### src/hdl/frct_pkg.sv
// Shared types and constants of the free-range coalescing table.
// Request and response payload structs, datapath command struct.
// No dependencies.
`default_nettype none
package frct_pkg;

   localparam int ADDR_BITS  = 24;
   localparam int LIMIT_BITS = ADDR_BITS + 1;
   localparam int COUNT_BITS = 7;

   typedef struct packed {
      logic [ADDR_BITS-1:0]  range_base;
      logic [LIMIT_BITS-1:0] range_limit;
   } req_type;

   typedef struct packed {
      logic [COUNT_BITS-1:0] hole_count;
      logic [LIMIT_BITS-1:0] free_total;
      logic                  merged;
      logic                  table_full;
   } rsp_type;

   typedef struct packed {
      logic load;
      logic eval;
      logic apply;
   } cmd_type;

endpackage
`default_nettype wire

### src/hdl/frct_ctrl.sv
// Controller of the free-range coalescing table: sequences load, compare
// and update, and owns the request and response handshakes.
// Depends on frct_pkg.
`default_nettype none
module frct_ctrl import frct_pkg::*; (
   input  wire logic clock,
   input  wire logic reset,
   input  wire logic req_valid,
   output logic      req_stall,
   output logic      rsp_valid,
   input  wire logic rsp_stall,
   output cmd_type   cmd
);

   typedef enum logic [1:0] {IDLE, EVAL, APPLY} state_type;

   state_type state_ff;
   logic      rsp_valid_ff;
   logic      rsp_free;

   assign rsp_free  = !rsp_valid_ff || !rsp_stall;
   assign req_stall = (state_ff != IDLE);
   assign rsp_valid = rsp_valid_ff;

   assign cmd.load  = (state_ff == IDLE) && req_valid;
   assign cmd.eval  = (state_ff == EVAL);
   assign cmd.apply = (state_ff == APPLY) && rsp_free;

   always_ff @(posedge clock) begin
      if (reset) begin
         state_ff     <= IDLE;
         rsp_valid_ff <= 1'b0;
      end else begin
         // A new response replaces one that is taken in the same cycle.
         if ((state_ff == APPLY) && rsp_free) rsp_valid_ff <= 1'b1;
         else if (rsp_valid_ff && !rsp_stall) rsp_valid_ff <= 1'b0;
         case (state_ff)
            IDLE: begin
               if (req_valid) state_ff <= EVAL;
            end
            EVAL: begin
               state_ff <= APPLY;
            end
            APPLY: begin
               // Hold the update until the response register can take it.
               if (rsp_free) state_ff <= IDLE;
            end
            default: begin
               state_ff <= IDLE;
            end
         endcase
      end
   end

   a_accept_to_eval: assert property (@(posedge clock) disable iff (reset)
      (req_valid && !req_stall) |=> (state_ff == EVAL))
      else $error("accepted request did not start evaluation");

   a_apply_waits: assert property (@(posedge clock) disable iff (reset)
      (state_ff == APPLY && rsp_valid_ff && rsp_stall) |=> (state_ff == APPLY))
      else $error("update went ahead over a pending response");

   a_rsp_from_apply: assert property (@(posedge clock) disable iff (reset)
      $rose(rsp_valid_ff) |-> $past(state_ff == APPLY))
      else $error("response raised outside the update step");

endmodule
`default_nettype wire

### config.mk
export PLATFORM = sky130hd
export DESIGN_NAME = frct_ctrl
export DESIGN_NICKNAME = d
export VERILOG_FILES = /design/src/hdl/frct_pkg.sv /design/src/hdl/frct_ctrl.sv
export SDC_FILE = /design/constraint.sdc
export NUM_CORES = 1
export LEC_CHECK = 0
export BUFFER_PORTS_ARGS = -buffer_cell sky130_fd_sc_hd__buf_4
export CAP_MARGIN = 10
export CORE_AREA = 2 2 39 41
export CTS_CLUSTER_SIZE = 40
export DETAILED_ROUTE_END_ITERATION = 6
export DIE_AREA = 0 0 41 43
export PLACE_DENSITY_LB_ADDON = 0.3
export SYNTH_ARGS = -nofsm -noshare
export SYNTH_HDL_FRONTEND = slang
export SYNTH_SLANG_ARGS = --single-unit
### constraint.sdc
create_clock -name clock -period 0.8 [get_ports clock]
set_input_delay 0.04 -clock clock [delete_from_list [all_inputs] [get_ports clock]]
set_output_delay 0.04 -clock clock [all_outputs]
set_load 0.05 [all_outputs]
==> results_dict.tcl <==
set metrics [dict create \
    grt-ovfl-total 0 \
    synth_mux_area_frac 0 \
    yosys-top-cells-count "a21oi_1 (3), dfxtp_1 (3), nand2b_1 (2)" \
    holdPathStages 3 \
    setup_ws_ps -237 \
    fin_crit_ps 1040 \
    synth_cells 14 \
    hp-start "rsp_stall" \
    violations "negative setup slack" \
    skew_ps 0.873 \
    synth-xor-area-share 0 \
    drive_above_1_share 0.714 \
    whs_ps 76.7 \
    via_per_inst 3.23 \
    grt_pass1_wl_microns 538 \
    synth_compound_area_frac 0.114 \
    finalMaxSlewViolations 0 \
    fin_crit_sh 1.30 \
    instances_no_fill 44 \
    r2r-end "state_ff[0]" \
    first_pass_iters 4 \
    clock_latency_ps 230 \
    numPortBuffers 8 \
    ys.warnings.count 0 \
    synth-seq-cells 3 \
    synth_nets 18 \
    post-route-drc-count 0 \
    power.leakage_nw 0.134 \
    synth_edf_count 0 \
    worst_pin_slew_ps 183 \
    max-slew-margin-rel 0.878 \
    path_max_fanout 5 \
    async_flop_share 0 \
    grt_max_degree 6 \
    cts_tree "built" \
    required_ps 760 \
    synthSimpleGateAreaFrac 0.400 \
    clk_pin_slew_ps 40 \
    setup_violations 5 \
    drt-wirelength-per-cell_microns 7.80 \
    routed_wl_microns 343 \
    ys_top_cells_by_area "dfxtp_1 (46%), a21oi_1 (11%), nand2b_1 (9.5%)" \
    synth_top_area_cell "dfxtp_1" \
    power_density_mw_per_mm2 1890 \
    io_pins 9 \
    clkSinkCount 3 \
    start_util 0.0949 \
    max_freq_ghz 0.964 \
    fin_setup_tns_ps -982 \
    crit_arrival_ps 1000 \
    netlist-cell-type-count 9 \
    clockRootBuffer "clkbuf_4" \
    die_area_sq_mm 0.00176 \
    fillers 145 \
    fin_nets 33 \
    cts_buffers 3 \
    grt_usage 0.0561 \
    drv_cap 0 \
    yosys.area_share.adder 0 \
    outcome "finished, violations left" \
    area_growth_pct 136 \
    clockBufferDepth 2 \
    die_w_microns 41 \
    coreArea_sq_mm 0.00138 \
    multi_input_area_sq_um 87.6 \
    avgSynthCellArea_sq_um 9.38 \
    worstReg2RegStart "state_ff[0]" \
    gp_congestion 0.561 \
    grt_antenna_before_repair 0 \
    start_kind "flip-flop" \
    ant_nets 0 \
    ff2ff_path_depth 3 \
    synth_top_family_by_area "simple AND/OR/NAND/NOR gates" \
    hold_viol 0 \
    grt_pass1_vias 136 \
    htree_levels 1 \
    hp-class "in -> reg" \
    dpl.cell_count 38 \
    ir_drop_mv 0.852 \
    yosysSeqAreaShare 0.457 \
    fp-row-count 14 \
    vias 142 \
    diodes 0 \
    seq_area_sq_um 68.8 \
    whs_endpoint "rsp_valid" \
    reg2reg_slack_ps -80 \
    rsz0062_at_grt "yes" \
    path_class "reg -> out" \
    drt_iter0_drc 1 \
    synth_ff_type "dfxtp_1" \
    netlist_area_sq_um 131 \
    place_hpwl_microns 255 \
    critPathCaptureType "primary output" \
    synth_top_area_share 0.457 \
    die_y_microns 43 \
]
[cell usage in the layout (no fill, tap or decap)]
cell type | netlist | layout
dlygate4sd3_1 | 0 | 1
nand2_1 | 1 | 1
and2b_2 | 1 | 1
a21oi_2 | 0 | 1
nand2b_4 | 0 | 1
nand4b_1 | 1 | 1
dfxtp_4 | 0 | 2
nand2b_1 | 2 | 1
buf_4 | 0 | 4
clkbuf_1 | 0 | 1
a21oi_1 | 3 | 2
or2_4 | 0 | 1
nor3b_4 | 0 | 1
buf_8 | 0 | 2
dfxtp_2 | 0 | 1
inv_1 | 1 | 1
buf_6 | 0 | 3
clkbuf_4 | 0 | 3
[how the worst max path moves through the flow]
stage	startpoint	to	slack (ps)	cells past startpoint
detailed placement	state_ff[1]	cmd[0]	-70	3
finish	state_ff[0]	cmd[0]	-240	3
floorplan	state_ff[0]	state_ff[0]	-320	2
CTS	state_ff[0]	cmd[0]	-250	3
global placement	state_ff[1]	req_stall	-60	2
global route	state_ff[0]	cmd[2]	-290	2
[worst max-delay path, stage by stage (launching register included)]
cell	delay [ps]
dfxtp_2	340
nand2b_4	150
a21oi_2	110
buf_6	170
[layer usage]
layer | vias to the layer above | wire [microns] | track usage
li1 | 74 | - | -
met2 | 11 | 109 | 0.0500
met4 | 0 | 0 | 0.0600
met1 | 57 | 169 | 0.0607
met3 | 0 | 64 | 0.0628
met5 | - | 0 | 0
[cell families after synthesis]
logic type	count (synthesis)
AO/OA/AOI/OAI	3
buffers and inverters	1
flip-flops	3
AND/OR/NAND/NOR	7
[metrics by stage]
step / total power, mW / util / cell area, sq um / setup WS, ps
2_1_floorplan: 0.249 / - / 146 / -325
3_3_place_gp: 0.290 / 0.164 / 226 / -55.9
3_5_place_dp: 0.291 / 0.164 / 226 / -69.3
4_1_cts: 0.600 / 0.222 / 307 / -251
5_1_grt: 0.641 / 0.224 / 310 / -289
6_report: 0.585 / 0.224 / 310 / -237
[registers in the layout (all words and copies together) (netlist names)]
name       count
rsp_valid      1
state_ff       2
[where the power goes]
| group | switching, mW | total [mW] | internal, mW |
|---|---|---|---|
| logic | 0.0805 | 0.155 | 0.0745 |
| clock network | 0.0766 | 0.263 | 0.187 |
| registers | 0.0122 | 0.167 | 0.154 |
| total | 0.169 | 0.585 | 0.416 |
[what timing repair did]
action / 4_1_cts / 5_1_grt
buffers inserted: 1 / 0
hold buffers: 1 / 0
pin swaps: 1 / 1
endpoints found under the hold margin: 2 / 0
gates resized for setup: 10 / 1
endpoints found under the setup margin: 5 / 6
[cell type report]
class | instances | area share
timing repair buffer | 10 | 0.335
multi-input combinational | 10 | 0.282
sequential | 3 | 0.222
clock buffer | 4 | 0.0847
tap | 16 | 0.0645
inverter | 1 | 0.0121
Note: power is estimated with default switching activity, not from simulation.
